$ cat config.mk
export PLATFORM = sky130hd
export DESIGN_NAME = fractional_period_square_wave_top_flat
export DESIGN_NICKNAME = d
export VERILOG_FILES = /design/src/hw/rtl/fpsw_pkg.sv /design/src/hw/rtl/fpsw_if.sv /design/src/hw/rtl/fractional_period_square_wave_top.sv /design/src/flat_wrapper.sv
export SDC_FILE = /design/constraint.sdc
export NUM_CORES = 1
export LEC_CHECK = 0
export BUFFER_PORTS_ARGS = -buffer_cell sky130_fd_sc_hd__buf_2
export CORE_MARGIN = 2
export CORE_UTILIZATION = 30
export DETAILED_ROUTE_END_ITERATION = 12
export GPL_TIMING_DRIVEN = 0
export PLACE_DENSITY = 0.48
export SETUP_SLACK_MARGIN = 0.3
export SLEW_MARGIN = 20
export SYNTH_ARGS = -nofsm -noshare
export SYNTH_HDL_FRONTEND = slang
export SYNTH_SLANG_ARGS = --single-unit
export TNS_END_PERCENT = 1
$ cat constraint.sdc
create_clock -name clk_i -period 6.5 [get_ports clk_i]
set_input_delay 0.325 -clock clk_i [delete_from_list [all_inputs] [get_ports clk_i]]
set_output_delay 0.325 -clock clk_i [all_outputs]
set_load 0.1 [all_outputs]
$ cat src/hw/rtl/fpsw_pkg.sv
// Shared widths and types of the fractional-period square-wave generator.
package fpsw_pkg;

  localparam int unsigned FreqW   = 25;
  localparam int unsigned PeriodW = 26;

  localparam logic [PeriodW-1:0] PeriodMax = '1;

  typedef logic [FreqW-1:0]   freq_t;
  typedef logic [PeriodW-1:0] period_t;

endpackage

$ cat src/hw/rtl/fpsw_if.sv
// Handshake channels of the fractional-period square-wave generator.
interface fpsw_tick_if;
  logic valid;
  logic ready;
  logic advance;
  modport source (output valid, output advance, input ready);
  modport sink   (input valid, input advance, output ready);
endinterface

interface fpsw_res_if;
  logic valid;
  logic ready;
  logic wave_out;
  logic period_end;
  modport source (output valid, output wave_out, output period_end, input ready);
  modport sink   (input valid, input wave_out, input period_end, output ready);
endinterface

interface fpsw_cfg_if;
  logic                valid;
  logic                ready;
  fpsw_pkg::freq_t     out_freq;
  modport source (output valid, output out_freq, input ready);
  modport sink   (input valid, input out_freq, output ready);
endinterface

$ cat src/hw/rtl/fractional_period_square_wave_top.sv
// Fractional-period square-wave generator: period counter, start-up divider, result register.
//
//   channel  | dir | payload             | beat
//   ---------+-----+---------------------+-----------------------------
//   tick_i   | in  | advance             | one timer tick (or hold)
//   res_o    | out | wave_out,period_end | one result per tick beat
//   cfg_i    | in  | out_freq            | frequency write, starts/stops
//
// One tick beat per cycle unless the divider is busy or the result side stalls;
// the counter logic sits between the state registers and the result register,
// which is refilled while its beat is taken. A nonzero frequency write runs a
// restoring divider, one quotient bit per cycle, with tick_i and cfg_i not ready
// until it finishes. A zero write stops the block at once. Reset leaves it stopped.
module fractional_period_square_wave_top #(
  parameter int unsigned CLOCK_HZ = 48000000
) (
  input  logic        clk_i,
  input  logic        rst_ni,
  fpsw_tick_if.sink   tick_i,
  fpsw_res_if.source  res_o,
  fpsw_cfg_if.sink    cfg_i
);

  localparam int unsigned FreqW   = fpsw_pkg::FreqW;
  localparam int unsigned PeriodW = fpsw_pkg::PeriodW;
  localparam int unsigned DivW    = $clog2(CLOCK_HZ + 1);
  localparam int unsigned QuotW   = (DivW > PeriodW) ? DivW : PeriodW;
  localparam int unsigned CntW    = $clog2(DivW + 1);

  // generator state
  fpsw_pkg::period_t tick_q, tick_d;
  fpsw_pkg::period_t base_q, base_d;
  fpsw_pkg::freq_t   rem_q, rem_d;
  fpsw_pkg::freq_t   frac_q, frac_d;
  fpsw_pkg::freq_t   freq_q, freq_d;
  logic              ext_q, ext_d;
  logic              run_q, run_d;

  // divider
  logic              busy_q, busy_d;
  logic [CntW-1:0]   cnt_q, cnt_d;
  logic [DivW-1:0]   dvd_q, dvd_d;
  logic [QuotW-1:0]  quot_q, quot_d;
  fpsw_pkg::freq_t   part_q, part_d;

  // result register
  logic out_vld_q, out_vld_d;
  logic wave_q, wave_d;
  logic pend_q, pend_d;

  logic             in_fire, cfg_fire;
  logic [FreqW:0]   part_sh;
  logic             qbit;
  fpsw_pkg::freq_t  part_nxt;
  logic [QuotW-1:0] quot_nxt;
  logic [PeriodW:0] len_c;
  logic [PeriodW:0] tick_inc;
  logic             wave_c, pend_c;
  fpsw_pkg::freq_t  frac_nxt;

  assign tick_i.ready = !busy_q && (!out_vld_q || res_o.ready);
  assign cfg_i.ready  = !busy_q;
  assign in_fire      = tick_i.valid && tick_i.ready;
  assign cfg_fire     = cfg_i.valid && cfg_i.ready;

  assign res_o.valid      = out_vld_q;
  assign res_o.wave_out   = wave_q;
  assign res_o.period_end = pend_q;

  // one restoring-division step
  always_comb begin
    part_sh  = {part_q, dvd_q[DivW-1]};
    qbit     = (part_sh >= {1'b0, freq_q});
    part_nxt = qbit ? FreqW'(part_sh - {1'b0, freq_q}) : part_sh[FreqW-1:0];
    quot_nxt = {quot_q[QuotW-2:0], qbit};
  end

  // period arithmetic for one tick
  always_comb begin
    len_c = {1'b0, base_q} + (PeriodW+1)'(ext_q);
    if (len_c == '0) begin
      len_c = (PeriodW+1)'(1);
    end
    tick_inc = {1'b0, tick_q} + (PeriodW+1)'(1);
    wave_c   = run_q && (tick_q < (base_q >> 1));
    pend_c   = run_q && tick_i.advance && (tick_inc >= len_c);
    frac_nxt = (frac_q <= FreqW'(1)) ? freq_q : FreqW'(frac_q - FreqW'(1));
  end

  always_comb begin
    tick_d    = tick_q;
    base_d    = base_q;
    rem_d     = rem_q;
    frac_d    = frac_q;
    freq_d    = freq_q;
    ext_d     = ext_q;
    run_d     = run_q;
    busy_d    = busy_q;
    cnt_d     = cnt_q;
    dvd_d     = dvd_q;
    quot_d    = quot_q;
    part_d    = part_q;
    out_vld_d = out_vld_q;
    wave_d    = wave_q;
    pend_d    = pend_q;

    if (res_o.ready) begin
      out_vld_d = 1'b0;
    end

    if (in_fire) begin
      out_vld_d = 1'b1;
      wave_d    = wave_c;
      pend_d    = pend_c;
      if (run_q && tick_i.advance) begin
        if (pend_c) begin
          tick_d = '0;
          frac_d = frac_nxt;
          ext_d  = (frac_nxt <= rem_q);
        end else begin
          tick_d = tick_inc[PeriodW-1:0];
        end
      end
    end

    if (busy_q) begin
      dvd_d  = dvd_q << 1;
      quot_d = quot_nxt;
      part_d = part_nxt;
      cnt_d  = cnt_q - CntW'(1);
      if (cnt_q == CntW'(1)) begin
        busy_d = 1'b0;
        rem_d  = part_nxt;
        // saturate an oversized quotient
        if (quot_nxt > QuotW'(fpsw_pkg::PeriodMax)) begin
          base_d = fpsw_pkg::PeriodMax;
        end else begin
          base_d = quot_nxt[PeriodW-1:0];
        end
      end
    end

    if (cfg_fire) begin
      freq_d = cfg_i.out_freq;
      tick_d = '0;
      if (cfg_i.out_freq == '0) begin
        run_d = 1'b0;
      end else begin
        run_d  = 1'b1;
        frac_d = cfg_i.out_freq;
        ext_d  = 1'b0;
        busy_d = 1'b1;
        cnt_d  = CntW'(DivW);
        dvd_d  = DivW'(CLOCK_HZ);
        quot_d = '0;
        part_d = '0;
      end
    end
  end

  always_ff @(posedge clk_i or negedge rst_ni) begin
    if (!rst_ni) begin
      tick_q    <= '0;
      base_q    <= '0;
      rem_q     <= '0;
      frac_q    <= '0;
      freq_q    <= '0;
      ext_q     <= 1'b0;
      run_q     <= 1'b0;
      busy_q    <= 1'b0;
      cnt_q     <= '0;
      out_vld_q <= 1'b0;
    end else begin
      tick_q    <= tick_d;
      base_q    <= base_d;
      rem_q     <= rem_d;
      frac_q    <= frac_d;
      freq_q    <= freq_d;
      ext_q     <= ext_d;
      run_q     <= run_d;
      busy_q    <= busy_d;
      cnt_q     <= cnt_d;
      out_vld_q <= out_vld_d;
    end
  end

  always_ff @(posedge clk_i) begin
    dvd_q  <= dvd_d;
    quot_q <= quot_d;
    part_q <= part_d;
    wave_q <= wave_d;
    pend_q <= pend_d;
  end

`ifndef SYNTH
  a_no_tick_while_div: assert property (@(posedge clk_i) disable iff (!rst_ni)
    busy_q |-> !tick_i.ready)
    else $error("tick taken during division");

  a_div_ends: assert property (@(posedge clk_i) disable iff (!rst_ni)
    (busy_q && cnt_q == CntW'(1) && !cfg_fire) |=> !busy_q)
    else $error("divider did not finish");

  a_count_in_period: assert property (@(posedge clk_i) disable iff (!rst_ni)
    (run_q && !busy_q) |-> ({1'b0, tick_q} < len_c))
    else $error("tick count beyond period length");

  a_end_clears_count: assert property (@(posedge clk_i) disable iff (!rst_ni)
    (in_fire && pend_c && !cfg_fire) |=> (tick_q == '0 && out_vld_q && pend_q))
    else $error("period end did not restart the count");
`endif

endmodule

$ cat src/flat_wrapper.sv
// flat-port wrapper written by rule: the top's interface ports become plain ports
module fractional_period_square_wave_top_flat 
#(
  parameter int unsigned CLOCK_HZ = 48000000
)
  (clk_i, rst_ni, tick_i_valid, tick_i_advance, tick_i_ready, res_o_valid, res_o_wave_out, res_o_period_end, res_o_ready, cfg_i_valid, cfg_i_out_freq, cfg_i_ready);
  fpsw_tick_if tick_i_i ();
  fpsw_res_if res_o_i ();
  fpsw_cfg_if cfg_i_i ();
  input  logic clk_i;
  input  logic rst_ni;
  input wire logic [$bits(tick_i_i.valid)-1:0] tick_i_valid;
  input wire logic [$bits(tick_i_i.advance)-1:0] tick_i_advance;
  output wire logic [$bits(tick_i_i.ready)-1:0] tick_i_ready;
  output wire logic [$bits(res_o_i.valid)-1:0] res_o_valid;
  output wire logic [$bits(res_o_i.wave_out)-1:0] res_o_wave_out;
  output wire logic [$bits(res_o_i.period_end)-1:0] res_o_period_end;
  input wire logic [$bits(res_o_i.ready)-1:0] res_o_ready;
  input wire logic [$bits(cfg_i_i.valid)-1:0] cfg_i_valid;
  input wire logic [$bits(cfg_i_i.out_freq)-1:0] cfg_i_out_freq;
  output wire logic [$bits(cfg_i_i.ready)-1:0] cfg_i_ready;
  assign tick_i_i.valid = tick_i_valid;
  assign tick_i_i.advance = tick_i_advance;
  assign tick_i_ready = tick_i_i.ready;
  assign res_o_valid = res_o_i.valid;
  assign res_o_wave_out = res_o_i.wave_out;
  assign res_o_period_end = res_o_i.period_end;
  assign res_o_i.ready = res_o_ready;
  assign cfg_i_i.valid = cfg_i_valid;
  assign cfg_i_i.out_freq = cfg_i_out_freq;
  assign cfg_i_ready = cfg_i_i.ready;
  fractional_period_square_wave_top #(.CLOCK_HZ(CLOCK_HZ)) u_core (.clk_i(clk_i), .rst_ni(rst_ni), .tick_i(tick_i_i), .res_o(res_o_i), .cfg_i(cfg_i_i));
endmodule
== After elaboration in Yosys (flattened, before gate mapping) ==
Cells that the tools add are included.
Widths: inputs -> output; s select.
Storage, ports and cells
  register bits: 215
  bits of input ports: 31
  word-level logic and storage cells: 80
Cells by class
  add/sub/neg operators: 5
  order comparisons: 6
  equality and inequality tests: 1
  multiplexer cells: 37
  reduce and logical (&&, ||, !) cells: 16
Operator list (number)
  $mux 26: 11
  $mux 25: 10
  $add 26x1->27: 1
  $add 26x1->27 const B: 1
  $ge 27x27->1: 1
  $logic_not 27->1: 1
  $mux 27: 1
  $ge 26x25->1: 1
  $gt 26x26->1 const B: 1
  $lt 26x25->1: 1
  $le 25x1->1 const B: 1
  $le 25x25->1: 1
  $logic_not 25->1: 1
  $sub 25x1->25 const B: 1
  $sub 25x25->25: 1
  $mux 5: 3
  $mux 1: 12
  $logic_and 1x1->1: 6
  $reduce_bool 2->1: 3
  $eq 5x1->1 const B: 1
  $sub 5x1->5 const B: 1
  $reduce_and 2->1: 2
  $logic_not 1->1: 2
  $logic_or 1x1->1: 1

== Logic depth before layout (Yosys ltp) ==
  word-level depth: 10
  mapped depth: 21
  depth with buffers taken out: 18

== Worst setup path after synthesis ==
Ideal clock, no wire load.
  path kind: reg2reg
  start: register u_core.ext_q
  end: register u_core.tick_q[9]
  setup time: 82 ps
  arrival time: 4298 ps
  path slack: 2120 ps
  stages on the path, launching flop included: 21
  clock period less this slack: 4380 ps
  cell sequence: dfrtp_1 -> ha_1 -> ha_1 -> and3_1 -> clkbuf_1 -> xnor2_1 -> and4_1 -> o2111ai_1 -> nor4b_1 -> nand4_1 -> o41ai_1 -> ha_1 -> nand3_1 -> nor4_1 -> a2111oi_0 -> o21ai_1 -> nor4_1 -> buf_2 -> buf_4 -> a21oi_1 -> a31oi_1
On the way
  cells in the longest elaborated chain, start to end: 9
Ends and longest elaborated chain
  start, declared: RTL line fractional_period_square_wave_top.sv:36  | logic ext_q, ext_d;
  start signal, assigned: RTL line fractional_period_square_wave_top.sv:179  | ext_q <= ext_d;
  $add 26x1->27 (*): RTL line fractional_period_square_wave_top.sv:80  | len_c = {1'b0, base_q} + (PeriodW+1)'(ext_q);
  $logic_not 27->1: RTL line fractional_period_square_wave_top.sv:81  | if (len_c == '0) begin
  $mux 27 (*): RTL line fractional_period_square_wave_top.sv:81
  $ge 27x27->1 (*): RTL line fractional_period_square_wave_top.sv:86  | pend_c = run_q && tick_i.advance && (tick_inc >= len_c);
  $logic_and 1x1->1 (*): RTL line fractional_period_square_wave_top.sv:86
  $mux 26 (*): RTL line fractional_period_square_wave_top.sv:116  | if (pend_c) begin
  $mux 26 (*): RTL line fractional_period_square_wave_top.sv:115  | if (run_q && tick_i.advance) begin
  $mux 26 (*): RTL line fractional_period_square_wave_top.sv:111  | if (in_fire) begin
  $mux 26 (*): RTL line fractional_period_square_wave_top.sv:143  | if (cfg_fire) begin
  end signal, assigned: RTL line fractional_period_square_wave_top.sv:174  | tick_q <= tick_d;
  end, declared: RTL line fractional_period_square_wave_top.sv:31  | fpsw_pkg::period_t tick_q, tick_d;
Every way passes the cells marked *; elsewhere a longest branch is shown, timed or not. The select of a mux whose other input is x is not followed.
A chain may end at the register's enable or synchronous reset.

== Final worst setup path ==
  start: register u_core.ext_q
  end: register u_core.tick_q[14]
Same word-level chain as after synthesis.

==> run metrics <==
Port Buffers 35; drt pass-1 iters 5; Synth top cells by count nand2_1 (256), o21ai_0 (158), dfrtp_1 (136); Skew-Pair Late Insertion Delay 540 ps; syn_area_per_cell 8.597 µm²; Die X 214.6 µm; root buffer selected by CTS clkbuf_16; Critical Path Start Type flop; RSZ-0062 raised after global routing no; routed wire length per instance between 15 and 20 µm; PD cells 528.5 nW/µm²; post-synth top area share 0.2559; # fillers 4693; final hold vios 0; Synth area leaders dfrtp_1 (26%), dfxtp_1 (11%), ha_1 (10%); peak supply drop ~0.0003 V; clk_skew 17.49 ps; first-pass GRT wire length between 60000 and 70000 µm; status complete, no violations; TritonCTS clock tree built; P&R area growth vs syn 14.20%; pin count of the biggest net entering global routing 91; class of the tightest hold or removal check input pin to flop; via count between 10000 and 15000; CTS Buf Count 26; initial antenna violation count 0; Crit. End Element flop; Synth Warn # 0; EDFF count, synth 2; Slew Viols, Final 0; largest fanout on the critical path 10; Setup TNS Final 0 ps; clock buffer depth 3; GRT Total Usage 0.1746; CP required 6970 ps; vias in the first global route 11040; Max transition margin 0.2908; HPWL after DPL 31660 µm; fraction of layout instances using a drive strength above 1 0.09681; ANT nets after route 0; die area between 40000 and 50000 µm²; chip height 214.6 µm; final wirelength 40790 µm; Leak ~6.7 nW; Std-Cell Rows 77; routability cong. 0.8787; Final Util 0.3450; drt drc 0; critical path class flop to flop; core area 44030 µm²; Reg clk slew, reported paths 60 ps; Congestion Overflow GR 0; syn nets 1688; Via density approximately 5.1; endpoints failing setup 0; clk sink count 214; Starting Density 0.3021; clock period minus worst slack approximately 5600 ps; max-cap violation count 0; Most used DFF post-synth dfrtp_1; Initial DRC Count 815; Netlist cell types 75; post-synthesis async set-or-reset flop share 0.6355; area leader, netlist dfrtp_1; #FFs+latches synth around 210; Top-Level Pins 36; most frequent cell after synthesis nand2_1; FMAX ~180 MHz; Layout Nets 1753; register area share after synthesis 0.3748; Worst-Margin Slew 1060 ps; fin crit share 0.8590; Syn Inst Count 1547; arrival time at the worst endpoint 6050 ps; Syn Std Cell Area around 13000 µm²; H-tree Lvls 1
[report_power, final]
group          switching (mW)  internal [mW]  total, mW
sequential              0.422           1.87       2.29
combinational            2.52           1.69       4.21
clock                   0.606          0.916       1.52
[repair_timing]
item / 4_1_cts / 5_1_grt
buffers inserted: 0 / 0
hold buffers: 1 / 0
gates resized for setup: 0 / 1
endpoints found under the setup margin: 0 / 1
endpoints found under the hold margin: 46 / 0
[cells in the final DEF (no fill, tap or decap), types with 31 or more instances in the layout]
| cell type | synthesis | final |
|---|---|---|
| xor2_1 | 31 | 31 |
| buf_2 | 8 | 42 |
| a21o_1 | 32 | 32 |
| nand2_1 | 256 | 256 |
| dfrtp_1 | 136 | 136 |
| ha_1 | 109 | 109 |
| o21ai_0 | 158 | 158 |
| nand3_1 | 51 | 51 |
| xnor2_1 | 60 | 60 |
| dfxtp_1 | 76 | 76 |
| nor2_1 | 78 | 78 |
| a21oi_1 | 60 | 60 |
| inv_1 | 92 | 92 |
| mux2_2 | 32 | 32 |
| clkbuf_1 | 54 | 58 |
[stage by stage]
stage	worst slack, ps	total power, mW	area [µm²]	hold WS, ps	std cells
after floorplan	2120	5.294	13300	29.41	1547
after global placement	252.7	6.431	14220	436.4	2174
after detailed placement	719.9	6.477	14260	256.0	2175
after CTS	663.8	8.055	15180	9.367	2224
after global routing	480.4	8.691	15190	59.43	2224
final	916.6	8.026	15190	38.67	2225
[critical path: stages, from the launching register on]
cell and delay [ps]:
dfrtp_1 390, ha_1 160, nand3_1 120, nor2_1 240
clkbuf_1 480, nand3_1 170, xnor2_1 290, o2111ai_1 190
nor4b_1 360, nand4_1 200, o41ai_1 360, ha_1 300
nand3_1 120, nor4_1 70, a2111oi_0 380, o21ai_1 230
nor4_4 550, buf_2 340, buf_2 350, a21oi_1 110
nor2_1 90
[per-layer routing]
metal / global-route usage / up-vias / share of wire
li1: - / 5592 / -
met1: 0.2401 / 5481 / 0.48
met2: 0.2932 / 214 / 0.46
met3: 0.01730 / 59 / 0.031
met4: 0.04491 / 0 / 0.027
met5: 0 / - / 0
[final cells by class]
class,count,area [µm²],share of cell area
Clock buffer,39,823.3,0.05421
Tap cell,592,740.7,0.04877
Sequential cell,214,4985,0.3282
Antenna cell,1,2.502,0.0001648
Inverter,92,345.3,0.02274
Multi-Input combinational cell,1172,7690,0.5063
Timing Repair Buffer,37,222.7,0.01466
Buffer,69,299.0,0.01969
Clock inverter,9,80.08,0.005272
[final timing paths]
path,start,endpoint,slack (ps),cells after the start
min in group asynchronous,rst_ni,u_core.tick_q[12],280,2
max in group asynchronous,rst_ni,u_core.freq_q[10],5410,3
setup reg to reg,u_core.ext_q,u_core.tick_q[14],920,20
hold reg to reg,u_core.dvd_q[0],u_core.dvd_q[1],450,2
hold / removal,cfg_i_out_freq[5],u_core.freq_q[5],40,3
setup / recovery,u_core.ext_q,u_core.tick_q[14],920,20
[cells by family after synthesis]
group	after synthesis	synth area share
AO/OA/AOI/OAI	382	0.1802
XOR/XNOR	91	0.05992
adder cells (fa/ha/maj)	110	0.1040
buffers and inverters	161	0.04845
flip-flops	214	0.3748
multiplexers	56	0.04516
AND/OR/NAND/NOR	533	0.1875
[sequential cells by signal, indices dropped and copies added, names as in the netlist]
register,cells
u_core.base_q,26
u_core.res_o.wave_out,1
u_core.tick_q,26
u_core.frac_q,25
u_core.run_q,1
u_core.part_q,25
u_core.res_o.valid,1
u_core.busy_q,1
u_core.quot_q,25
u_core.cnt_q,5
u_core.rem_q,25
u_core.ext_q,1
u_core.dvd_q,26
u_core.res_o.period_end,1
u_core.freq_q,25
No activity file was read; power rests on OpenSTA's default activity.
